==> config.mk <==
export PLATFORM = sky130hd
export DESIGN_NAME = fixed_header_length_parser_unit
export DESIGN_NICKNAME = d
export VERILOG_FILES = /design/src/design/fhlp_pkg.sv /design/src/design/fhlp_cfg_regs.sv /design/src/design/fhlp_parse_core.sv /design/src/design/fhlp_out_reg.sv /design/src/design/fixed_header_length_parser_unit.sv
export SDC_FILE = /design/constraint.sdc
export NUM_CORES = 1
export LEC_CHECK = 0
export ABC_AREA = 1
export ABC_CLOCK_PERIOD_IN_PS = 5900
export BUFFER_PORTS_ARGS = -buffer_cell sky130_fd_sc_hd__buf_2
export CELL_PAD_IN_SITES_DETAIL_PLACEMENT = 0
export CELL_PAD_IN_SITES_GLOBAL_PLACEMENT = 2
export CORE_MARGIN = 2
export CORE_UTILIZATION = 34
export CTS_BUF_LIST = sky130_fd_sc_hd__clkbuf_4
export CTS_CLUSTER_DIAMETER = 80
export CTS_CLUSTER_SIZE = 14
export DETAILED_ROUTE_END_ITERATION = 10
export PLACE_DENSITY = 0.88
export SLEW_MARGIN = 20
export SYNTH_ARGS = -nofsm -noshare
export SYNTH_HDL_FRONTEND = slang
export SYNTH_SLANG_ARGS = --single-unit
==> constraint.sdc <==
create_clock -name clk -period 5.9 [get_ports clk]
set_input_delay 0.295 -clock clk [delete_from_list [all_inputs] [get_ports clk]]
set_output_delay 0.295 -clock clk [all_outputs]
set_load 0.01 [all_outputs]
==> src/design/fhlp_pkg.sv <==
// ----------------------------------------------------------------------------
// fhlp_pkg
// Shared types, constants and register codes for the fixed header length
// parser: configuration layout, request and response words.
// ----------------------------------------------------------------------------
package fhlp_pkg;

	localparam int MAX_SIZE_BYTES_DEF = 8;
	localparam int MAX_SEQ_BYTES_DEF  = 4;

	localparam int BYTE_W      = 8;
	localparam int POS_W       = 10;
	localparam int CFG_INDEX_W = 3;
	localparam int CFG_DATA_W  = 16;

	// Request codes carried in req_type.
	localparam logic REQ_BYTE    = 1'b0;
	localparam logic REQ_RESTART = 1'b1;

	// Register indexes of the configuration port.
	typedef enum logic [CFG_INDEX_W-1:0] {
		CFG_PREFIX_BYTES = 3'd0,
		CFG_SIZE_BYTES   = 3'd1,
		CFG_SUFFIX_BYTES = 3'd2,
		CFG_BIG_ENDIAN   = 3'd3,
		CFG_SEQ_OFFSET   = 3'd4,
		CFG_SEQ_LENGTH   = 3'd5
	} cfg_index_t;

	typedef struct packed {
		logic [7:0] prefix_bytes;
		logic [3:0] size_bytes;
		logic [7:0] suffix_bytes;
		logic       big_endian;
		logic [9:0] seq_offset;
		logic [2:0] seq_length;
	} cfg_t;

	localparam cfg_t CFG_RESET = '{
		prefix_bytes: 8'd0,
		size_bytes:   4'd4,
		suffix_bytes: 8'd0,
		big_endian:   1'b1,
		seq_offset:   10'd0,
		seq_length:   3'd0
	};

	typedef struct packed {
		logic       req_type;
		logic [7:0] data_byte;
	} req_t;

	typedef struct packed {
		logic [63:0] block_size;
		logic [31:0] seq_number;
		logic        seq_valid;
	} rsp_t;

endpackage

==> src/design/fhlp_cfg_regs.sv <==
// ----------------------------------------------------------------------------
// fhlp_cfg_regs
// Configuration register file; each write lands in the register that its
// index selects, and writes to unused indexes are dropped.
// ----------------------------------------------------------------------------
module fhlp_cfg_regs (
	input  logic                              clk,
	input  logic                              arst_n,
	input  logic                              cfg_valid,
	output logic                              cfg_ready,
	input  logic [fhlp_pkg::CFG_INDEX_W-1:0]  cfg_index,
	input  logic [fhlp_pkg::CFG_DATA_W-1:0]   cfg_data,
	output fhlp_pkg::cfg_t                    cfg
);

	fhlp_pkg::cfg_t cfg_q;

	assign cfg_ready = 1'b1;
	assign cfg       = cfg_q;

	always_ff @(posedge clk or negedge arst_n) begin
		if (!arst_n) begin
			cfg_q <= fhlp_pkg::CFG_RESET;
		end else if (cfg_valid) begin
			unique case (cfg_index)
				fhlp_pkg::CFG_PREFIX_BYTES: begin
					cfg_q.prefix_bytes <= cfg_data[7:0];
				end
				fhlp_pkg::CFG_SIZE_BYTES: begin
					cfg_q.size_bytes <= cfg_data[3:0];
				end
				fhlp_pkg::CFG_SUFFIX_BYTES: begin
					cfg_q.suffix_bytes <= cfg_data[7:0];
				end
				fhlp_pkg::CFG_BIG_ENDIAN: begin
					cfg_q.big_endian <= cfg_data[0];
				end
				fhlp_pkg::CFG_SEQ_OFFSET: begin
					cfg_q.seq_offset <= cfg_data[9:0];
				end
				fhlp_pkg::CFG_SEQ_LENGTH: begin
					cfg_q.seq_length <= cfg_data[2:0];
				end
				default: begin
				end
			endcase
		end
	end

endmodule

==> src/design/fhlp_parse_core.sv <==
// ----------------------------------------------------------------------------
// fhlp_parse_core
// Header position counter and field accumulators. Works out, for one byte,
// the updated size and sequence values and whether the header ends here.
// ----------------------------------------------------------------------------
module fhlp_parse_core #(
	parameter int MAX_SIZE_BYTES = fhlp_pkg::MAX_SIZE_BYTES_DEF,
	parameter int MAX_SEQ_BYTES  = fhlp_pkg::MAX_SEQ_BYTES_DEF
) (
	input  logic           clk,
	input  logic           arst_n,
	input  fhlp_pkg::cfg_t cfg,
	input  logic           fire,
	input  fhlp_pkg::req_t item,
	output logic           last,
	output fhlp_pkg::rsp_t result
);

	localparam int SIZE_W = fhlp_pkg::BYTE_W * MAX_SIZE_BYTES;
	localparam int SEQ_W  = fhlp_pkg::BYTE_W * MAX_SEQ_BYTES;
	localparam int POS_W  = fhlp_pkg::POS_W;
	localparam logic [3:0] SIZE_MAX = 4'(MAX_SIZE_BYTES);
	localparam logic [2:0] SEQ_MAX  = 3'(MAX_SEQ_BYTES);

	logic [POS_W-1:0]  pos_q;
	logic [SIZE_W-1:0] size_acc_q;
	logic [SEQ_W-1:0]  seq_acc_q;

	logic [3:0]        sb;
	logic [2:0]        sl;
	logic [POS_W-1:0]  size_end;
	logic [POS_W-1:0]  total;
	logic [POS_W:0]    seq_end;
	logic [POS_W-1:0]  size_off;
	logic [POS_W-1:0]  seq_off;
	logic              in_size;
	logic              in_seq;
	logic              seq_ok;
	logic [POS_W-1:0]  pos_inc;
	logic [SIZE_W-1:0] size_byte;
	logic [SEQ_W-1:0]  seq_byte;
	logic [SIZE_W-1:0] size_acc_nx;
	logic [SEQ_W-1:0]  seq_acc_nx;

	always_comb begin
		// Out-of-range widths are clamped to the supported span.
		if (cfg.size_bytes == 4'd0) begin
			sb = 4'd1;
		end else if (cfg.size_bytes > SIZE_MAX) begin
			sb = SIZE_MAX;
		end else begin
			sb = cfg.size_bytes;
		end
		sl = (cfg.seq_length > SEQ_MAX) ? SEQ_MAX : cfg.seq_length;

		size_end = POS_W'(cfg.prefix_bytes) + POS_W'(sb);
		total    = size_end + POS_W'(cfg.suffix_bytes);
		seq_end  = (POS_W+1)'(cfg.seq_offset) + (POS_W+1)'(sl);

		in_size  = (pos_q >= POS_W'(cfg.prefix_bytes)) && (pos_q < size_end);
		in_seq   = (pos_q >= cfg.seq_offset) && ((POS_W+1)'(pos_q) < seq_end);
		size_off = pos_q - POS_W'(cfg.prefix_bytes);
		seq_off  = pos_q - cfg.seq_offset;

		size_byte = SIZE_W'(item.data_byte);
		seq_byte  = SEQ_W'(item.data_byte);

		size_acc_nx = size_acc_q;
		if (in_size) begin
			if (cfg.big_endian) begin
				size_acc_nx = (size_acc_q << 8) | size_byte;
			end else begin
				size_acc_nx = size_acc_q | (size_byte << {size_off[2:0], 3'b000});
			end
		end

		seq_acc_nx = seq_acc_q;
		if (in_seq) begin
			if (cfg.big_endian) begin
				seq_acc_nx = (seq_acc_q << 8) | seq_byte;
			end else begin
				seq_acc_nx = seq_acc_q | (seq_byte << {seq_off[1:0], 3'b000});
			end
		end

		pos_inc = pos_q + POS_W'(1);
		last    = (item.req_type == fhlp_pkg::REQ_BYTE) && (pos_inc >= total);
		seq_ok  = seq_end <= (POS_W+1)'(total);

		result.block_size = 64'(size_acc_nx);
		result.seq_number = seq_ok ? 32'(seq_acc_nx) : 32'd0;
		result.seq_valid  = seq_ok;
	end

	always_ff @(posedge clk or negedge arst_n) begin
		if (!arst_n) begin
			pos_q      <= '0;
			size_acc_q <= '0;
			seq_acc_q  <= '0;
		end else if (fire) begin
			if (item.req_type == fhlp_pkg::REQ_RESTART || last) begin
				pos_q      <= '0;
				size_acc_q <= '0;
				seq_acc_q  <= '0;
			end else begin
				pos_q      <= pos_inc;
				size_acc_q <= size_acc_nx;
				seq_acc_q  <= seq_acc_nx;
			end
		end
	end

	a_end_clears: assert property (@(posedge clk) disable iff (!arst_n)
		fire && last |=> pos_q == '0 && size_acc_q == '0 && seq_acc_q == '0)
		else $error("header end did not clear the parse state");

	a_restart_clears: assert property (@(posedge clk) disable iff (!arst_n)
		fire && item.req_type == fhlp_pkg::REQ_RESTART |=> pos_q == '0 && size_acc_q == '0)
		else $error("restart did not clear the parse state");

endmodule

==> src/design/fhlp_out_reg.sv <==
// ----------------------------------------------------------------------------
// fhlp_out_reg
// Result register on the response channel; holds a word until the receiver
// takes it and reports when a new word may be loaded.
// ----------------------------------------------------------------------------
module fhlp_out_reg (
	input  logic           clk,
	input  logic           arst_n,
	input  logic           load,
	input  fhlp_pkg::rsp_t data,
	output logic           free,
	output logic           rsp_valid,
	input  logic           rsp_stall,
	output fhlp_pkg::rsp_t rsp
);

	logic           valid_q;
	fhlp_pkg::rsp_t data_q;

	assign free      = !valid_q || !rsp_stall;
	assign rsp_valid = valid_q;
	assign rsp       = data_q;

	always_ff @(posedge clk or negedge arst_n) begin
		if (!arst_n) begin
			valid_q <= 1'b0;
		end else if (load) begin
			valid_q <= 1'b1;
		end else if (!rsp_stall) begin
			valid_q <= 1'b0;
		end
	end

	always_ff @(posedge clk) begin
		if (load) begin
			data_q <= data;
		end
	end

endmodule

==> src/design/fixed_header_length_parser_unit.sv <==
// The last header byte is held in the input register and its result word is then loaded into
// the result register that drives rsp. Throughput: one request word per cycle while req_stall
// is low; the position compare and accumulator update fit in the single stage between them.
// The input stage stalls only while it holds a header-ending byte and the result register
// holds a word that rsp_stall keeps from leaving.
// Reset (arst_n, asynchronous, active low) empties both registers, clears the position and
// accumulators, and loads the configuration defaults; no clearing pass is needed.
// ----------------------------------------------------------------------------
// fixed_header_length_parser_unit
// Deframer for fixed-length headers carrying a length prefix: skips the
// prefix, gathers the block size, skips the suffix and reports the size and
// an optional sequence number once per header.
// ----------------------------------------------------------------------------
module fixed_header_length_parser_unit #(
	parameter int MAX_SIZE_BYTES = fhlp_pkg::MAX_SIZE_BYTES_DEF,
	parameter int MAX_SEQ_BYTES  = fhlp_pkg::MAX_SEQ_BYTES_DEF
) (
	input  logic                             clk,
	input  logic                             arst_n,
	// Request channel: one header byte or a restart per word.
	input  logic                             req_valid,
	output logic                             req_stall,
	input  fhlp_pkg::req_t                   req,
	// Response channel: one word per completed header.
	output logic                             rsp_valid,
	input  logic                             rsp_stall,
	output fhlp_pkg::rsp_t                   rsp,
	// Configuration write channel.
	input  logic                             cfg_valid,
	output logic                             cfg_ready,
	input  logic [fhlp_pkg::CFG_INDEX_W-1:0] cfg_index,
	input  logic [fhlp_pkg::CFG_DATA_W-1:0]  cfg_data
);

	fhlp_pkg::cfg_t cfg;
	fhlp_pkg::req_t item_s1;
	fhlp_pkg::rsp_t result;
	logic           valid_s1;
	logic           last;
	logic           out_free;
	logic           adv;

	// The configuration is to be only rewritten by the user while the block is
	// idle, so the parse stage may read the registers directly; the block does not enforce it.
	fhlp_cfg_regs u_cfg (
		.clk       (clk),
		.arst_n    (arst_n),
		.cfg_valid (cfg_valid),
		.cfg_ready (cfg_ready),
		.cfg_index (cfg_index),
		.cfg_data  (cfg_data),
		.cfg       (cfg)
	);

	// The word in the input register moves on when it ends no header, or
	// when the result register can take the word it produces. A byte that
	// does not finish a header never waits on the response side.
	assign adv       = valid_s1 && (!last || out_free);
	assign req_stall = valid_s1 && !adv;

	always_ff @(posedge clk or negedge arst_n) begin
		if (!arst_n) begin
			valid_s1 <= 1'b0;
		end else if (req_valid && !req_stall) begin
			valid_s1 <= 1'b1;
		end else if (adv) begin
			valid_s1 <= 1'b0;
		end
	end

	always_ff @(posedge clk) begin
		if (req_valid && !req_stall) begin
			item_s1 <= req;
		end
	end

	fhlp_parse_core #(
		.MAX_SIZE_BYTES (MAX_SIZE_BYTES),
		.MAX_SEQ_BYTES  (MAX_SEQ_BYTES)
	) u_core (
		.clk    (clk),
		.arst_n (arst_n),
		.cfg    (cfg),
		.fire   (adv),
		.item   (item_s1),
		.last   (last),
		.result (result)
	);

	fhlp_out_reg u_out (
		.clk       (clk),
		.arst_n    (arst_n),
		.load      (adv && last),
		.data      (result),
		.free      (out_free),
		.rsp_valid (rsp_valid),
		.rsp_stall (rsp_stall),
		.rsp       (rsp)
	);

	// A stall is only raised while the input register holds a word.
	a_stall_needs_word: assert property (@(posedge clk) disable iff (!arst_n)
		req_stall |-> valid_s1)
		else $error("request stalled with an empty input register");

	// A held word must survive unchanged until it can be processed.
	a_held_word_kept: assert property (@(posedge clk) disable iff (!arst_n)
		valid_s1 && !adv |=> valid_s1 && $stable(item_s1))
		else $error("held request word was lost or altered");

	// A header end facing a full, stalled result register must back-pressure.
	a_full_output_stalls: assert property (@(posedge clk) disable iff (!arst_n)
		valid_s1 && last && rsp_valid && rsp_stall |-> req_stall)
		else $error("result would overwrite a waiting response word");

endmodule

==> impl_metrics.ini, run 1 <==
[final_layout]
final_common_cell = nand2_1
instances_no_fill = 2436
fin_area_um2 = 16100
fill_cells = 4271
final_util_pct = 38.5
nets = 1985
area_growth_pct = 12.1
layout_common_cells = 662 x nand2_1, 140 x dfrtp_1, 138 x inv_1
multi_input_area_um2 = 6590
ff_latch_area_um2 = 6740
drive_gt1_share_pct = 11.2

[worst_setup_path]
crit_slowest_cell = dfstp_2
cpPeakStageDelay_ns = 0.55
cpMostUsedCell = nand2_1
crit_type = flip-flop to output port
arrival_ns = 5.02
worst-path-max-fanout = 4
crit_path_end_kind = output port
start_kind = flip-flop
required_ns = 5.61

[cts]
cts_inserted_buffers = 23
cts_buffer_depth = 3
cts_tree = yes
cts_root_buf = clkbuf_4
postCtsSetupBuffers = 0
clk_latency_ns = 0.80
clkTransAtPathRegs_ns = 0.16
clock_sinks = 248
cts_resized = 0
htree_levels = 1

[global_routing]
gr-total-overflow = 0
grt_usage_pct = 19.1
grt_pass1_vias = 11600
grt_pass1_wl_mm = 66.3
grt_max_degree = 107
antenna_found_initial = 2

[routing]
wl_per_cell_um = 17.1
met2_length_mm = 18.7
dr_wl_met3_mm = 1.86
highest_layer = met4
vias_per_cell = 4.98
wl_met1_mm = 20.0
drcViolationCount = 0
via_count = 12100
antenna_left = 0
drtPass1Iterations = 5
drt-initial-drc-count = 1052
finalWirelength_mm = 41.6

[pwr]
peakVddDrop_mv = 0.153
pwr-share-comb_pct = 37.8
power_density_nw_per_um2 = 303
clock_power_share_pct = 19.9
intPower_mw = 2.87
power.total_mw = 4.87
p_sw_mw = 2.01
p_leak_nw = 7.66
netSwitchingFraction_pct = 41.2
power_frac_seq_pct = 42.2

[timing]
worstMarginPinSlew_ns = 1.07
min_period_ns = 5.32
hold_violations = 0
hold_ws_ns = 0.0860
drv_slew = 0
finalSetupViolations = 0
max_freq_mhz = 188
relSlewSlack_pct = 28.2
setup_tns_ns = 0
period_share_pct = 90.1
fin_worst_skew_ns = 0.0880
fin_ws_ns = 0.582
rsz0062_at_grt = false

[floorplanning]
start_util_pct = 34.3
pin_count = 133
dieArea_um2 = 43800
rows = 75
die_h_um = 209
die_x_um = 209
core_um2 = 41800

[placed_design]
dp_cells = 2363
dp_hpwl_mm = 28.6
place_area_um2 = 15400
port-buffer-count = 125
preCtsSetupSlack_ns = 0.819
place.gp.congestion = 0.825

[yosys]
yosysUniqueCellTypes = 42
syn_area_um2 = 14300
syn_nets = 1878
ys_seq_elements = 248
synthCells = 1770
yosys_warnings = 0
synth_top_area_share_pct = 24.5
avgSynthCellArea_um2 = 8.09
ys_top_cells_by_area = dfrtp_1 24%, edfxtp_1 22%, nand2_1 17%, ha_1 6.1%, inv_1 3.7%
ys_seq_area_share_pct = 47.0
synth_area_leader_cell = dfrtp_1

[outcome]
status = completed

[worst_hold_path]
hold_path_class = input port to async pin

[flow_run]
cap_violations = 0
[power groups by stage]
stage          clock network [mW]  registers, mW  logic (mW)
3_3_place_gp                    0           2.09        1.80
3_5_place_dp                    0           2.10        1.83
5_1_grt                      1.08           2.08        2.10
4_1_cts                      1.02           2.06        1.85
6_report                    0.972           2.06        1.84
2_1_floorplan                   0           2.03        1.34
[final cells by class]
cell class,instances,share of cell area (%)
diodes,3,0.0467
flip-flops and latches,248,42.0
clock inverters,9,0.631
inverters,144,3.38
multi-input cells,1283,41.0
clock buffers,33,1.54
repair buffers,177,7.19
well taps,539,4.20
[final timing paths]
check,depth (start not counted),end,slack (ns),from
max in group asynchronous,3,u_core.size_acc_q[10]$_DFFE_PN0P_,4.26,arst_n
hold reg to reg,2,u_cfg.cfg[31]$_DFFE_PN0P_,0.50,u_cfg.cfg[31]$_DFFE_PN0P_
hold / removal,2,u_core.seq_acc_q[27]$_DFFE_PN0P_,0.09,arst_n
min in group clk,2,item_s1[5]$_DFFE_PP_,0.19,req[5]
setup reg to reg,28,u_out.rsp[61]$_DFFE_PP_,0.83,u_cfg.cfg[24]$_DFFE_PN1P_
setup / recovery,28,req_stall,0.58,u_cfg.cfg[24]$_DFFE_PN1P_
[layer usage]
metal,GRT usage [%],vias to the layer above
met5,0,-
met4,4.90,0
met3,2.68,51
met2,30.1,263
met1,27.7,5752
li1,-,6056
[worst max-delay path: cells and delay by family, from the launching register on]
kind                     cells  cell delay (ns)
buffers and inverters        6             0.44
AO/OA/AOI/OAI                4             0.70
flip-flops                   1             0.55
adder cells (fa/ha/maj)      4             1.28
XOR/XNOR                     1             0.19
AND/OR/NAND/NOR             13             1.12
[flip-flops by register name, indices dropped and copies added (netlist names)]
signal,cells
u_out.rsp,97
item_s1,9
u_core.size_acc_q,64
u_cfg.cfg,34
u_core.seq_acc_q,32
u_out.rsp_valid,1
valid_s1,1
u_core.pos_q,10
[cell families after synthesis]
logic type / after synthesis / synth area share (%)
simple gates: 868 / 24.7
other cells: 1 / 0.0262
xor+xnor: 24 / 1.47
fa+ha+maj: 75 / 6.81
buf+inv: 239 / 7.28
compound gates: 315 / 12.6
flops: 248 / 47.0
[synthesized netlist by cell type (all sizes together)]
cell type and number:
ha 70, nor4 3, a22oi 8, conb 1
o21a 66, fa 5, nor2 70, xnor2 3
nand3 49, buf 57, xor2 21, o21bai 1
nor3 35, nand4 42, o21ai 115, a21o 2
edfxtp 106, inv 144, o211ai 1, dfstp 2
a31oi 16, dfrtp 140, nand2 667, a211oi 4
clkbuf 38, a221oi 1, or2 2, o2111ai 1
a21oi 100
[timing repair]
action / in CTS / in global routing
setup endpoints to repair: 0 / 0
endpoints found under the hold margin: 125 / 0
hold buffers: 28 / 0
No activity file was read; power rests on OpenSTA's default activity.
==> run 2: changes to the inputs <==
Settings changed: ABC_AREA 1 to 0, CORE_UTILIZATION 34 to 37, PLACE_DENSITY 0.88 to 0.86.
==> run 2 against run 1 <==
Die area is 18% lower. Via count down 22%. Non-clock buffer count is 10 lower.
==> impl_metrics.ini, run 2 <==
[routing]
finalWirelength_mm = 33.4
drcViolationCount = 0
via_count = 9468
vias_per_cell = 5.57
wl_per_cell_um = 19.6
antenna_left = 0
drt-initial-drc-count = 942
drtPass1Iterations = 5

[yosys]
synth_area_leader_cell = dfrtp_1
yosysUniqueCellTypes = 57
ys_seq_elements = 248
syn_nets = 1227
synth_top_area_share_pct = 27.5
yosys_warnings = 0
ys_seq_area_share_pct = 52.9
synth_edf_count = 106
avgSynthCellArea_um2 = 11.4
synth-main-ff-cell = dfrtp_1
synthCells = 1119
syn_area_um2 = 12700
yosysMostFrequentCell = dfrtp_1
ys_top_cells_by_area = dfrtp_1 27%, edfxtp_1 25%, ha_1 6.9%, a22o_1 5.8%, o22a_1 3.8%
synthTopCellsByCount = 140 x dfrtp_1, 106 x edfxtp_1, 90 x a21oi_1, 85 x a22o_1, 79 x nor3_1
async_reset_ff_share_pct = 57.3

[final_layout]
area_growth_pct = 13.5
drive_gt1_share_pct = 19.7
final_common_cell = dfrtp_1
fin_area_um2 = 14500
layout_common_cells = 140 x dfrtp_1, 124 x buf_2, 106 x edfxtp_1
largest_reg_flops = 97
nets = 1341

[placed_design]
dp_hpwl_mm = 22.1
place.gp.congestion = 0.808
place_area_um2 = 13800
port-buffer-count = 125

[timing]
hold_ws_ns = 0.0694
hold_violations = 0
drv_slew = 0
worstMarginPinSlew_ns = 1.14
min_period_ns = 5.38
max_freq_mhz = 186
fin_worst_skew_ns = 0.0383
setup_tns_ns = 0
finalSetupViolations = 0
relSlewSlack_pct = 23.6
rsz0062_at_grt = false
period_share_pct = 91.1

[flow_run]
cap_violations = 0

[worst_setup_path]
reg2reg_depth = 22
start_kind = flip-flop
r2r_start = u_cfg.cfg[24]$_DFFE_PN1P_
worst-path-max-fanout = 12
r2r-end = u_out.rsp[5]$_SDFFCE_PN0P_
arrival_ns = 5.08
cpPeakStageDelay_ns = 0.56
required_ns = 5.61
crit_path_end_kind = output port
crit_slowest_cell = dfstp_2
crit_type = flip-flop to output port
crit_chain = nor2_1 -> nor2_1 -> nor2_1 -> ha_2 -> fa_2 -> a21o_1 -> a21oi_2 -> nor3_1 -> xnor2_1 -> ha_1 -> a21oi_2 -> a21boi_1 -> a21oi_1 -> nand2b_4 -> ha_4 -> nand3_1 -> o32a_1 -> a21oi_2 -> buf_4 -> nand2_1 -> inv_1 -> buf_2
r2r_setup_slack_ns = 0.81

[cts]
clkTransAtPathRegs_ns = 0.14
cts_root_buf = clkbuf_4
cts_tree = yes
cts_inserted_buffers = 23
htree_levels = 1
clock_sinks = 248
clk_latency_ns = 0.70
postCtsSetupBuffers = 0
cts_buffer_depth = 3

[worst_hold_path]
hold_path_depth = 3
hold_path_class = input port to flip-flop
hold_start = cfg_index[2]
holdPathEnd = u_cfg.cfg[13]$_DFFE_PN1P_

[outcome]
status = completed

[pwr]
pwr-share-comb_pct = 37.4
p_sw_mw = 1.82
power.total_mw = 4.85
netSwitchingFraction_pct = 37.5
clock_power_share_pct = 19.9
intPower_mw = 3.03
power_frac_seq_pct = 42.7
peakVddDrop_mv = 0.170
p_leak_nw = 6.17
power_density_nw_per_um2 = 335

[global_routing]
grt_pass1_wl_mm = 52.6
grt_usage_pct = 18.3
grt_max_degree = 107
antenna_found_initial = 2
gr-total-overflow = 0
grt_pass1_vias = 9203

[floorplanning]
dieArea_um2 = 36000
die_h_um = 190
core_um2 = 33700
rows = 67
pin_count = 133
start_util_pct = 37.8
die_x_um = 190
run 2: critical path: cells and delay by family, from the launching register on:
family / cells / cell delay, ns
DFF: 1 / 0.56
buffers and inverters: 3 / 0.41
adders and majority gates: 4 / 1.31
AOI/OAI and AO/OA: 7 / 1.29
and+or+nand+nor: 7 / 0.65
xor gates and xnor gates: 1 / 0.16
run 2: what timing repair did:
action	CTS	global route
endpoints found under the setup margin	0	0
resized for setup	0	0
hold endpoints to repair	148	0
hold buffers	25	0
run 2: cell type report:
class / count / area [um2]
antenna: 1 / 2.50
multi-input combinational: 746 / 5570
tap: 448 / 561
sequential: 248 / 6740
inverter: 47 / 176
clock buffer: 36 / 270
fill: 3252 / 19200
timing repair buffer: 167 / 1050
clock inverter: 6 / 96.3
run 2: layer usage:
metal	part of all wire (%)	up-vias	wire (um)	global-route usage [%]
li1	-	4505	-	-
met2	44	235	14800	28.3
met5	0.081	-	27	0
met1	49	4675	16400	27.5
met4	1.8	4	614	4.08
met3	4.5	49	1490	2.29
run 2: through the flow:
stage | util, % | setup WS (ns) | instances
after global routing | 42.9 | 0.121 | 1699
after global placement | 41.1 | 0.851 | 1631
after floorplan | - | -0.650 | 1119
after detailed placement | 41.1 | 0.811 | 1631
after CTS | 42.9 | 0.449 | 1698
final | 42.9 | 0.523 | 1699
run 2: cell families (layout without fill, tap and decap cells):
logic type,Yosys count,after routing,synth area share (%)
AOI/OAI and AO/OA,412,412,23.5
xor gates and xnor gates,29,29,1.99
adders and majority gates,77,77,7.81
buffers and inverters,125,256,4.27
DFF,248,248,52.9
muxes,17,17,1.50
other,1,2,0.0294
and+or+nand+nor,210,210,7.98
run 2: worst max-delay path by stage:
stage,start,endpoint,slack [ns],depth (start not counted)
2_1_floorplan,u_cfg.cfg[24]$_DFFE_PN1P_,u_out.rsp[0]$_DFFE_PP_,-0.65,23
3_3_place_gp,u_cfg.cfg[24]$_DFFE_PN1P_,u_out.rsp[50]$_DFFE_PP_,0.85,21
3_5_place_dp,u_cfg.cfg[24]$_DFFE_PN1P_,u_out.rsp[62]$_DFFE_PP_,0.81,22
4_1_cts,u_cfg.cfg[24]$_DFFE_PN1P_,req_stall,0.45,22
5_1_grt,u_cfg.cfg[24]$_DFFE_PN1P_,req_stall,0.12,22
6_report,u_cfg.cfg[24]$_DFFE_PN1P_,req_stall,0.52,22
run 2: power by group through the flow:
stage	registers (mW)	logic [mW]	clock network, mW
6_report	2.07	1.81	0.965
5_1_grt	2.08	2.07	1.05
2_1_floorplan	2.06	1.34	0
4_1_cts	2.07	1.82	0.994
3_5_place_dp	2.10	1.79	0
3_3_place_gp	2.10	1.76	0
